--- src/rtl/fpr_pkg.sv ---
// shared types and constants of the framed packet receiver
// no dependencies; imported by fpr_deframe and framed_packet_receiver
`default_nettype none

package fpr_pkg;

  // result kinds carried on out_tuser
  localparam logic [1:0] ST_PAYLOAD = 2'd0;
  localparam logic [1:0] ST_LEN_ERR = 2'd1;
  localparam logic [1:0] ST_CHK_ERR = 2'd2;

  localparam logic [7:0] HEADER_RESET = 8'hAA;
  localparam logic [7:0] CHK_BASE     = 8'hFF;

  // what the deframer decided for the byte in front of it
  typedef struct packed {
    logic err_len;  // length byte too large
    logic err_chk;  // checksum byte did not match
    logic good;     // checksum matched, frame ready to release
  } fpr_act_t;

endpackage

`default_nettype wire

--- src/rtl/fpr_ram.sv ---
// generic simple dual-port ram, one write and one registered read port
// no dependencies
`default_nettype none

module fpr_ram #(
  parameter int WIDTH = 8,
  parameter int DEPTH = 128
) (
  input  wire logic                     clk,
  input  wire logic                     we,
  input  wire logic [$clog2(DEPTH)-1:0] waddr,
  input  wire logic [WIDTH-1:0]         wdata,
  input  wire logic                     re,
  input  wire logic [$clog2(DEPTH)-1:0] raddr,
  output      logic [WIDTH-1:0]         rdata
);

  logic [WIDTH-1:0] mem [DEPTH];

  always_ff @(posedge clk) begin
    if (we) begin
      mem[waddr] <= wdata;
    end
    if (re) begin
      rdata <= mem[raddr];
    end
  end

endmodule

`default_nettype wire

--- src/rtl/fpr_deframe.sv ---
// frame parser: header hunt, length check, running sum, checksum compare
// depends on fpr_pkg
`default_nettype none

module fpr_deframe #(
  parameter int BUFFER_BYTES = 64,
  parameter int PW = $clog2(BUFFER_BYTES + 2),
  parameter int LW = $clog2(BUFFER_BYTES)
) (
  input  wire logic             clk,
  input  wire logic             rst_n,
  input  wire logic             step,       // consume byte_in this cycle
  input  wire logic [7:0]       byte_in,
  input  wire logic [PW-1:0]    pos,        // ring position of byte_in
  input  wire logic [7:0]       header,
  output      fpr_pkg::fpr_act_t act,
  output      logic [LW-1:0]    len,        // payload length of current frame
  output      logic [PW-1:0]    base        // ring position of the length byte
);
  import fpr_pkg::*;

  typedef enum logic [1:0] {PH_HUNT, PH_LEN, PH_PAY, PH_CHK} phase_t;

  phase_t        phase_r, phase_nxt;
  logic [LW-1:0] len_r, len_nxt;
  logic [LW-1:0] idx_r, idx_nxt;
  logic [7:0]    sum_r, sum_nxt;
  logic [PW-1:0] base_r, base_nxt;

  always_comb begin
    phase_nxt = phase_r;
    len_nxt   = len_r;
    idx_nxt   = idx_r;
    sum_nxt   = sum_r;
    base_nxt  = base_r;
    act       = '0;
    unique case (phase_r)
      PH_HUNT: begin
        if (byte_in == header) begin
          phase_nxt = PH_LEN;
        end
      end
      PH_LEN: begin
        if (9'(byte_in) >= 9'(BUFFER_BYTES)) begin
          act.err_len = 1'b1;
          phase_nxt   = PH_HUNT;
        end else begin
          len_nxt   = byte_in[LW-1:0];
          idx_nxt   = '0;
          sum_nxt   = '0;
          base_nxt  = pos;
          phase_nxt = (byte_in == 8'd0) ? PH_CHK : PH_PAY;
        end
      end
      PH_PAY: begin
        sum_nxt = sum_r + byte_in;
        idx_nxt = idx_r + LW'(1);
        if ((LW+1)'(idx_r) + (LW+1)'(1) >= (LW+1)'(len_r)) begin
          phase_nxt = PH_CHK;
        end
      end
      PH_CHK: begin
        phase_nxt = PH_HUNT;
        if (byte_in == (CHK_BASE - sum_r)) begin
          act.good = 1'b1;
        end else begin
          act.err_chk = 1'b1;
        end
      end
      default: phase_nxt = PH_HUNT;
    endcase
  end

  always_ff @(posedge clk) begin
    if (!rst_n) begin
      phase_r <= PH_HUNT;
      len_r   <= '0;
      idx_r   <= '0;
      sum_r   <= '0;
      base_r  <= '0;
    end else if (step) begin
      phase_r <= phase_nxt;
      len_r   <= len_nxt;
      idx_r   <= idx_nxt;
      sum_r   <= sum_nxt;
      base_r  <= base_nxt;
    end
  end

  assign len  = len_r;
  assign base = base_r;

endmodule

`default_nettype wire

--- src/rtl/framed_packet_receiver.sv ---
// top level of the framed packet receiver: byte ring, sequencer, result register
// depends on fpr_pkg, fpr_ram and fpr_deframe
`default_nettype none

// Takes one received byte per transfer and hunts for a frame: header byte,
// length byte (below BUFFER_BYTES), payload, then a checksum byte equal to
// 0xFF minus the 8-bit payload sum. A good frame releases its payload in order
// on the result channel with tlast on the final byte; an empty good frame gives
// nothing. A bad length or checksum gives one error result (status on tuser,
// tlast set, data zero), drops the header and rescans the bytes that followed
// it. All received bytes go into a ring memory of 2**clog2(BUFFER_BYTES+2)
// entries; a rescan just rewinds the ring's read pointer. An input byte that
// needs no rescan is parsed straight from the port; every rescanned byte and
// every released payload byte is read through the registered ring read port.
// in_tready stays low until the ring has been consumed. The header value must
// be written through the cfg port only while the block is idle; the block
// itself does not enforce this. No clearing pass is needed after reset.
module framed_packet_receiver #(
  parameter int BUFFER_BYTES = 64
) (
  input  wire logic       clk,
  input  wire logic       rst_n,
  // configuration
  input  wire logic       cfg_valid,
  output      logic       cfg_ready,
  input  wire logic [7:0] cfg_data,     // header_value
  // received bytes
  input  wire logic       in_tvalid,
  output      logic       in_tready,
  input  wire logic [7:0] in_tdata,     // [7:0] rx_byte
  // results
  output      logic       out_tvalid,
  input  wire logic       out_tready,
  output      logic [7:0] out_tdata,    // [7:0] payload_byte
  output      logic [1:0] out_tuser,    // [1:0] frame_status
  output      logic       out_tlast     // last_of_frame
);
  import fpr_pkg::*;

  localparam int PW    = $clog2(BUFFER_BYTES + 2);
  localparam int LW    = $clog2(BUFFER_BYTES);
  localparam int DEPTH = 1 << PW;

  typedef enum logic [2:0] {S_IDLE, S_RD, S_PROC, S_EMIT_RD, S_EMIT_OUT} state_t;

  state_t        state_r, state_nxt;
  logic [PW-1:0] rd_r, rd_nxt;      // next ring byte to parse
  logic [PW-1:0] wr_r, wr_nxt;      // next free ring entry
  logic [LW-1:0] k_r, k_nxt;        // payload byte being released
  logic [7:0]    header_r;
  logic          out_valid_r, out_valid_nxt;
  logic [7:0]    out_data_r, out_data_nxt;
  logic [1:0]    out_user_r, out_user_nxt;
  logic          out_last_r, out_last_nxt;

  logic          out_free;
  logic          in_xfer;
  logic          step;
  logic [7:0]    step_byte;
  logic [PW-1:0] wr_step;
  logic [PW-1:0] rd_after;
  logic          last_k;
  logic          ram_re;
  logic [PW-1:0] ram_raddr;
  logic [7:0]    ram_rdata;
  fpr_act_t      act;
  logic [LW-1:0] frm_len;
  logic [PW-1:0] frm_base;

  // result register can take a new result this cycle
  assign out_free  = !out_valid_r || out_tready;
  // new bytes only once the ring has been fully parsed
  assign in_tready = (state_r == S_IDLE) && out_free;
  assign in_xfer   = in_tvalid && in_tready;
  assign cfg_ready = 1'b1;

  // a byte is parsed straight from the port, or from the ring on a rescan
  assign step      = in_xfer || ((state_r == S_PROC) && out_free);
  assign step_byte = (state_r == S_IDLE) ? in_tdata : ram_rdata;
  assign wr_step   = wr_r + (in_xfer ? PW'(1) : PW'(0));
  assign last_k    = ((LW+1)'(k_r) + (LW+1)'(1)) == (LW+1)'(frm_len);

  fpr_ram #(
    .WIDTH (8),
    .DEPTH (DEPTH)
  ) u_ring (
    .clk   (clk),
    .we    (in_xfer),
    .waddr (wr_r),
    .wdata (in_tdata),
    .re    (ram_re),
    .raddr (ram_raddr),
    .rdata (ram_rdata)
  );

  fpr_deframe #(
    .BUFFER_BYTES (BUFFER_BYTES),
    .PW           (PW),
    .LW           (LW)
  ) u_deframe (
    .clk     (clk),
    .rst_n   (rst_n),
    .step    (step),
    .byte_in (step_byte),
    .pos     (rd_r),
    .header  (header_r),
    .act     (act),
    .len     (frm_len),
    .base    (frm_base)
  );

  always_comb begin
    state_nxt     = state_r;
    rd_nxt        = rd_r;
    wr_nxt        = wr_step;
    k_nxt         = k_r;
    out_valid_nxt = out_valid_r && !out_tready;
    out_data_nxt  = out_data_r;
    out_user_nxt  = out_user_r;
    out_last_nxt  = out_last_r;
    ram_re        = 1'b0;
    ram_raddr     = rd_r;
    rd_after      = rd_r + PW'(1);

    // rewind targets: the rejected length byte itself, or the frame from its length byte
    if (act.err_len) begin
      rd_after = rd_r;
    end else if (act.err_chk) begin
      rd_after = frm_base;
    end

    unique case (state_r)
      S_IDLE, S_PROC: begin
        if (step) begin
          rd_nxt = rd_after;
          if (act.err_len || act.err_chk) begin
            out_valid_nxt = 1'b1;
            out_data_nxt  = '0;
            out_user_nxt  = act.err_len ? ST_LEN_ERR : ST_CHK_ERR;
            out_last_nxt  = 1'b1;
          end
          if (act.good && (frm_len != '0)) begin
            k_nxt     = '0;
            state_nxt = S_EMIT_RD;
          end else begin
            state_nxt = (rd_after == wr_step) ? S_IDLE : S_RD;
          end
        end
      end
      S_RD: begin
        ram_re    = 1'b1;
        ram_raddr = rd_r;
        state_nxt = S_PROC;
      end
      S_EMIT_RD: begin
        // payload byte k sits right after the length byte
        ram_re    = 1'b1;
        ram_raddr = frm_base + PW'(k_r) + PW'(1);
        state_nxt = S_EMIT_OUT;
      end
      S_EMIT_OUT: begin
        if (out_free) begin
          out_valid_nxt = 1'b1;
          out_data_nxt  = ram_rdata;
          out_user_nxt  = ST_PAYLOAD;
          out_last_nxt  = last_k;
          k_nxt         = k_r + LW'(1);
          if (last_k) begin
            state_nxt = (rd_r == wr_r) ? S_IDLE : S_RD;
          end else begin
            state_nxt = S_EMIT_RD;
          end
        end
      end
      default: state_nxt = S_IDLE;
    endcase
  end

  always_ff @(posedge clk) begin
    if (!rst_n) begin
      state_r     <= S_IDLE;
      rd_r        <= '0;
      wr_r        <= '0;
      k_r         <= '0;
      header_r    <= HEADER_RESET;
      out_valid_r <= 1'b0;
    end else begin
      state_r     <= state_nxt;
      rd_r        <= rd_nxt;
      wr_r        <= wr_nxt;
      k_r         <= k_nxt;
      out_valid_r <= out_valid_nxt;
      if (cfg_valid && cfg_ready) begin
        header_r <= cfg_data;
      end
    end
    out_data_r <= out_data_nxt;
    out_user_r <= out_user_nxt;
    out_last_r <= out_last_nxt;
  end

  assign out_tvalid = out_valid_r;
  assign out_tdata  = out_data_r;
  assign out_tuser  = out_user_r;
  assign out_tlast  = out_last_r;

`ifndef SYNTHESIS
  // input is only taken once the ring has been parsed to the end
  a_idle_ring_empty: assert property (@(posedge clk) disable iff (!rst_n)
    in_tready |-> (rd_r == wr_r))
    else $error("input taken with unparsed ring bytes");

  // a ring read is always followed by its parse cycle
  a_rd_then_proc: assert property (@(posedge clk) disable iff (!rst_n)
    (state_r == S_RD) |=> (state_r == S_PROC))
    else $error("ring read not followed by parse");

  // error results carry tlast and zero data
  a_err_shape: assert property (@(posedge clk) disable iff (!rst_n)
    (out_tvalid && (out_tuser != ST_PAYLOAD)) |-> (out_tlast && (out_tdata == 8'd0)))
    else $error("malformed error result");

  // unparsed bytes never exceed one frame span
  a_ring_span: assert property (@(posedge clk) disable iff (!rst_n)
    (PW'(wr_r - rd_r)) <= PW'(BUFFER_BYTES + 1))
    else $error("ring span overrun");
`endif

endmodule

`default_nettype wire
--- config.mk ---
export PLATFORM = sky130hd
export DESIGN_NAME = framed_packet_receiver
export DESIGN_NICKNAME = d
export VERILOG_FILES = /design/src/rtl/fpr_pkg.sv /design/src/rtl/fpr_ram.sv /design/src/rtl/fpr_deframe.sv /design/src/rtl/framed_packet_receiver.sv
export SDC_FILE = /design/constraint.sdc
export NUM_CORES = 1
export LEC_CHECK = 0
export ABC_AREA = 1
export BUFFER_PORTS_ARGS = -buffer_cell sky130_fd_sc_hd__buf_4
export CORE_ASPECT_RATIO = 1.5
export CORE_MARGIN = 2
export CORE_UTILIZATION = 30
export DETAILED_ROUTE_END_ITERATION = 8
export PLACE_DENSITY_LB_ADDON = 0.12
export SYNTH_ARGS = -nofsm -noshare
export SYNTH_HDL_FRONTEND = slang
export SYNTH_SLANG_ARGS = --single-unit
--- constraint.sdc ---
create_clock -name clk -period 3.2 [get_ports clk]
set_clock_uncertainty 0.15 [all_clocks]
set_input_delay 0.32 -clock clk [delete_from_list [all_inputs] [get_ports clk]]
set_output_delay 0.32 -clock clk [all_outputs]
set_load 0.005 [all_outputs]
Word level (Yosys, flattened, before mapping)

Memory sizes are Yosys's and may differ from the RTL's. A register that Yosys moved wholly into a read port is not among the register bits.
Cells that the tools add are included.
Widths: inputs -> output; s select.

Bitwise operators: 1
Multiplexer cells: 50
Eq/ne operators: 19
Reduce and logical (&&, ||, !) cells: 25
Add/subtract/negate cells: 10
Order comparisons: 2

Operator list:

| cell                | number |
|---|---|
| $mux 8              | 5 |
| $pmux 8 s2          | 2 |
| $mux 6              | 4 |
| $pmux 6 s2          | 2 |
| $mux 7              | 3 |
| $mux 2              | 10 |
| $mux 1              | 17 |
| $eq 8x8->1          | 2 |
| $add 6x1->7 const B | 2 |
| $add 7x1->7 const B | 2 |
| $eq 7x7->1          | 2 |
| $add 6x1->6 const B | 2 |
| $pmux 3 s4          | 1 |
| $ne 2x2->1 const B  | 5 |
| $reduce_and 3->1    | 3 |
| $add 8x8->8         | 1 |
| $ge 8x7->1 const B  | 1 |
| $logic_not 8->1     | 1 |
| $pmux 2 s4          | 1 |
| $reduce_and 4->1    | 2 |
| $sub 8x8->8 const A | 1 |
| $add 7x1->7         | 1 |
| $add 7x6->7         | 1 |
| $eq 7x6->1          | 1 |
| 20 further kinds    | 35 |

Word-level logic and storage cells: 122
Register bits: 72
Input port bits: 21
Memories: 1
Output and inout port bits: 14
RAM bits: 1024

Memories:

| memory     | depth | width | read ports | clocked after Yosys merged registers in | wr ports | RTL line      | text |
|---|---|---|---|---|---|---|---|
| u_ring.mem | 128   | 8     | 1          | 1                                       | 1        | fpr_ram.sv:18 | `logic [WIDTH-1:0] mem [DEPTH];` |

Longest topological paths before layout

Depth in word-level cells: 12
Depth in mapped cells: 20
Mapped depth without buffers: 18

By module

From an unflattened synthesis, not the netlist that was laid out.

Cells, all modules: 4230
Area, all modules: 46763.6 µm²

By module, submodules not included:

| module                 | times used | area each (µm²) | sequential area each (µm²) | cells an instance |
|---|---|---|---|---|
| fpr_ram                | 1          | 42184.2         | 30989.7                    | 3575 |
| framed_packet_receiver | 1          | 2800.2          | 970.9                      | 404 |
| fpr_deframe            | 1          | 1779.2          | 580.6                      | 251 |

Worst setup path after synthesis

No wires, ideal clock.

Path type: register to register
Start: register state_r[2]
End: register state_r[0]
Data required time: 2928 ps
Library setup time: 122 ps
Stages on the path, launching flop included: 21
Clock period less this slack: 2863 ps
Buffers on the path: 2
Arrival: 2592 ps
Path slack: 337 ps
Cell sequence: dfxtp_1 > nor2_2 > nand2_2 > buf_2 > nand2_1 > o21ai_0 > ha_1 > nand4_1 > nor2_1 > nand3_1 > nand2_1 > buf_2 > nand2_1 > nand3_1 > nand2_1 > nand2_1 > nand2_1 > nor2_1 > nand2_1 > o21ai_0 > a21oi_1

Word-level cells in the longest chain between the ends: 12
Elaborated cells between the ends (all ways): 31
Those cells by class: add/sub (1); order compare (1); eq/ne (8); mux (13); reduce/logical (8)

Ends and longest elaborated chain:

| what                                               | RTL line                      | text |
|---|---|---|
| from (decl)                                        | framed_packet_receiver.sv:46  | `state_t state_r, state_nxt;` |
| from (signal assigned)                             | framed_packet_receiver.sv:188 | `state_r <= state_nxt;` |
| $logic_not 3->1 (*)                                | framed_packet_receiver.sv:79  | `assign step_byte = (state_r == S_IDLE) ? in_tdata : ram_rdata;` |
| $mux 8 (*)                                         | framed_packet_receiver.sv:79  |  |
| net step_byte[3]                                   | framed_packet_receiver.sv:59  | `logic [7:0] step_byte;` |
| branches (longest 7 deep; another with $ge 8x7->1) | n/a                           |  |
| $mux 2 (*)                                         | framed_packet_receiver.sv:142 | `if (act.good && (frm_len != '0)) begin` |
| $mux 3 (*)                                         | framed_packet_receiver.sv:134 | `if (step) begin` |
| $pmux 3 s4 (*)                                     | framed_packet_receiver.sv:132 | `unique case (state_r)` |

Mark *: on every way through the listed nets, which the timed path passes. The select of a mux whose other input is x is not followed.
A chain may end at the register's enable or synchronous reset.

Worst setup path in the final report

Start: register k_r[0]
End: register u_ring.rdata[7], read port of u_ring.mem, data pin

Word-level cells in the longest chain between the ends: 3

Ends and longest elaborated chain:

| what                   | RTL line                      | text |
|---|---|---|
| from (decl)            | framed_packet_receiver.sv:49  | `logic [LW-1:0] k_r, k_nxt;` |
| from (signal assigned) | framed_packet_receiver.sv:191 | `k_r <= k_nxt;` |
| $add 7x6->7            | framed_packet_receiver.sv:158 | `ram_raddr = frm_base + PW'(k_r) + PW'(1);` |
| $add 7x1->7            | framed_packet_receiver.sv:158 |  |
| $mux 7                 | framed_packet_receiver.sv:132 |  |
| to (decl)              | fpr_ram.sv:15                 | `output logic [WIDTH-1:0] rdata` |

No other way between the ends.

==> results.yml <==
hold_path:
  worst_hold_path_type: "in2reg"
worst_setup_path:
  worst_path_dominant_cell_family: "adder cells"
  path_max_fanout: 7
  critPathCaptureType: "flop"
  crit_path_start_kind: "flop"
  critPathRequiredTime_ps: 3510
  worst-setup-path-type: "reg2reg"
  critPathMaxStageDelay_ps: 520
  critPathMostFrequentCell: "nand2_1"
  cp_data_arrival_time_ps: 3590
  worst_path_cell_chain: "inv_2 -> ha_4 -> fa_1 -> o21ai_4 -> inv_8 -> buf_12 -> buf_16 -> buf_16 -> o211ai_1 -> o211ai_1 -> nand3_1 -> nand3_2 -> nand3_1 -> nand2_1 -> nand2_1 -> nand2_1"
  critical_path_slowest_stage_cell: "fa_1"
  number_of_buffer_and_inverter_instances_along_the_worst_setup_path: 5
cells_and_area:
  ff_latch_area_mm2: 0.0325
  area_occupied_by_multi_input_gates_mm2: 0.0124
  finish.net_count: 4384
  post_route_cells_drive_above_1_share_pct: 18.3
  flow.area_growth_from_synthesis_pct: 23.8
  final_core_utilization_pct: 37.3
  final_cell_area_mm2: 0.0570
  fill_cells: 15000
power:
  leakagePower_nw: 19.7
  cellPowerDensity_mw_per_mm2: 745
  ir_drop_uv: 447
timing:
  pin_slew_with_the_least_headroom_to_its_limit_ps: 1060
  finalHoldViolations: 2
  setup_viol: 5
  timing.hold.ws_ps: -1.53
  min_period_over_period_pct: 102
  relSlewSlack_pct: 29.3
  final_period_minus_worst_setup_slack_ps: 3270
  finalWorstSetupSlack_ps: -70.8
  finalMaxSlewViolations: 0
  fmax_mhz: 306
  rsz0062_at_grt: "true"
place:
  port_buffers: 33
  place.gp.congestion: 0.828
  placed_area_mm2: 0.0519
  hpwl_after_detailed_placement_mm: 97.5
synth:
  post_synth_inst_count: 3932
  netlist_top_cells_area: "edfxtp_1, nor2_1, o21ai_0"
  post_synth_most_frequent_cells: "edfxtp_1, nor2_1, o21ai_0, nand3_1, o211ai_1"
  synthDominantCellAreaShare_pct: 68.0
  post_synth.cell_area_avg_um2: 11.7
  synth.distinct_cells: 43
  synth_area_leader_cell: "edfxtp_1"
  synthFlopType: "edfxtp_1"
  synthMostInstantiatedCell: "edfxtp_1"
  async_reset_ff_share_pct: 0
  postSynthNetCount: 3979
  synth_warnings: 0
  synth_enable_flop_cells: 1043
  synth-seq-cells: 1104
  mappedNetlistArea_mm2: 0.0461
  synth.yosys.seq_area_share_pct: 70.6
die:
  floorplan.initialDensity_pct: 30.1
  placementRows: 176
  boundaryPins: 35
  die_area_mm2: 0.157
  dieHeight_um: 484
  core_area_mm2: 0.153
  die_w_um: 324
detailed_routing:
  detailed_router_s_first_iteration_violation_count: 2052
  drt-total-wl_mm: 155
  first_pass_iters: 5
  postRouteAntennaNets: 0
  drcViolationCount: 0
  drt-wirelength-per-cell_um: 24.0
  detail_route.vias_per_cell: 4.87
  detailroute.via_count: 31500
global_route:
  grt_use_met2_pct: 36.0
  grt_antenna_before_repair: 4
  global_route_wire_length_before_repair_mm: 222
  grt_busiest_layer: "met2"
  grtUsageTotal_pct: 19.4
  grt_overflow: 0
  grt_util_met1_pct: 22.9
  use_met3_pct: 2.08
  grt_pass1_vias: 31500
  grt_start_max_net_pins: 129
run_status:
  failed_checks: "negative hold slack, negative setup slack"
  outcome: "complete, but fails checks"
clocking:
  clk_pin_slew_ps: 60
  worstSkewPairLatency_ps: 720
  tritoncts.num_buffers: 109
  tritoncts: "yes"
  cts_sinks: 1104
  cts-root-to-sink-buffers: 3
  clock-root-buffer: "clkbuf_16"
  htreeDepth: 3
flow_run:
  max-cap-violations: 0
-- kinds of logic after synthesis --
kind of cell / count (synthesis) / synth area share (%)
buffers and inverters: 446 / 4.04
other: 1 / 0.00814
adder cells (fa/ha/maj): 26 / 0.739
flip-flops: 1104 / 70.6
AND/OR/NAND/NOR: 1417 / 12.5
AO/OA/AOI/OAI: 906 / 11.5
XOR/XNOR: 32 / 0.608
-- worst paths after layout --
check	start	end	slack (ps)	cells after the start
worst min-delay path	in_tdata[2]	u_ring.mem[14][2]$_DFFE_PP_	-2	2
worst max register to register	k_r[0]$_SDFFE_PN0P_	u_ring.rdata[7]$_DFFE_PP_	-70	16
worst min register to register	u_deframe.sum_r[2]$_SDFFE_PN0P_	u_deframe.sum_r[2]$_SDFFE_PN0P_	320	2
worst max-delay path	k_r[0]$_SDFFE_PN0P_	u_ring.rdata[7]$_DFFE_PP_	-70	16
-- placed cells by master, fill, tap and decap left out, types with 73 or more instances in the layout --
cell / instances
edfxtp_1: 1043
nor2_1: 840
nand3_2: 73
nand3_1: 203
inv_1: 188
nand2_1: 235
o211ai_1: 281
o21ai_0: 473
buf_4: 397
clkbuf_16: 119
-- worst register-to-register path, cell delays in order (launching register included) --
cell	delay, ps
dfxtp_2	340
inv_2	50
ha_4	160
fa_1	520
o21ai_4	270
inv_8	100
buf_12	170
buf_16	160
buf_16	160
o211ai_1	120
o211ai_1	210
nand3_1	180
nand3_2	170
nand3_1	130
nand2_1	60
nand2_1	50
nand2_1	60
-- through the flow --
step / setup TNS, ps / std cells / power, mW / setup slack (ps) / hold slack (ps)
after floorplan: 0 / 3932 / 22.8 / 337 / 269
final: -165 / 6472 / 42.5 / -70.8 / -1.53
after detailed placement: -2010 / 6200 / 29.0 / -447 / 315
after global routing: -1060 / 6471 / 44.4 / -161 / 27.1
after CTS: -213 / 6454 / 42.3 / -93.9 / 12.3
after global placement: -2060 / 6200 / 29.1 / -447 / 303
-- cell type report --
cell class | instances | share of cell area, %
Timing Repair Buffer | 541 | 9.55
Sequential cell | 1104 | 57.0
Tap cell | 2047 | 4.49
Inverter | 198 | 1.33
Clock buffer | 132 | 5.04
Clock inverter | 65 | 0.706
Multi-Input combinational cell | 2383 | 21.8
Antenna cell | 2 | 0.00877
-- timing repair --
action / CTS / global route
pin swaps: 26 / 100
hold buffers: 28 / 0
setup endpoints to repair: 9 / 25
hold endpoints to repair: 42 / 0
setup buffers: 23 / 16
gates resized for setup: 104 / 152
gates cloned: 9 / 8
-- flip-flops by register name (all words and copies together), names as in the netlist, named ones only --
name / flops
u_deframe.base: 7
u_ring.mem: 1024
state_r: 3
out_tlast: 1
u_deframe.phase_r: 1
u_deframe.idx_r: 6
rd_r: 7
u_deframe.sum_r: 8
out_tdata: 8
wr_r: 7
k_r: 6
header_r: 8
u_deframe.len: 6
out_tuser: 2
out_tvalid: 1
u_ring.rdata: 8
-- power breakdown --
group,switching (mW),total [mW],internal [mW]
sequential,0.157,16.2,16.0
clock,5.63,12.2,6.60
combinational,8.84,14.1,5.25
total,14.6,42.5,27.9
-- layer usage --
| metal | share of wire (%) | wire, µm |
|---|---|---|
| met4 | 4.0 | 6200 |
| met5 | 0 | 0 |
| met3 | 3.1 | 4790 |
| met2 | 53 | 82700 |
| met1 | 40 | 61700 |
Power figures use the tool's default switching activity.
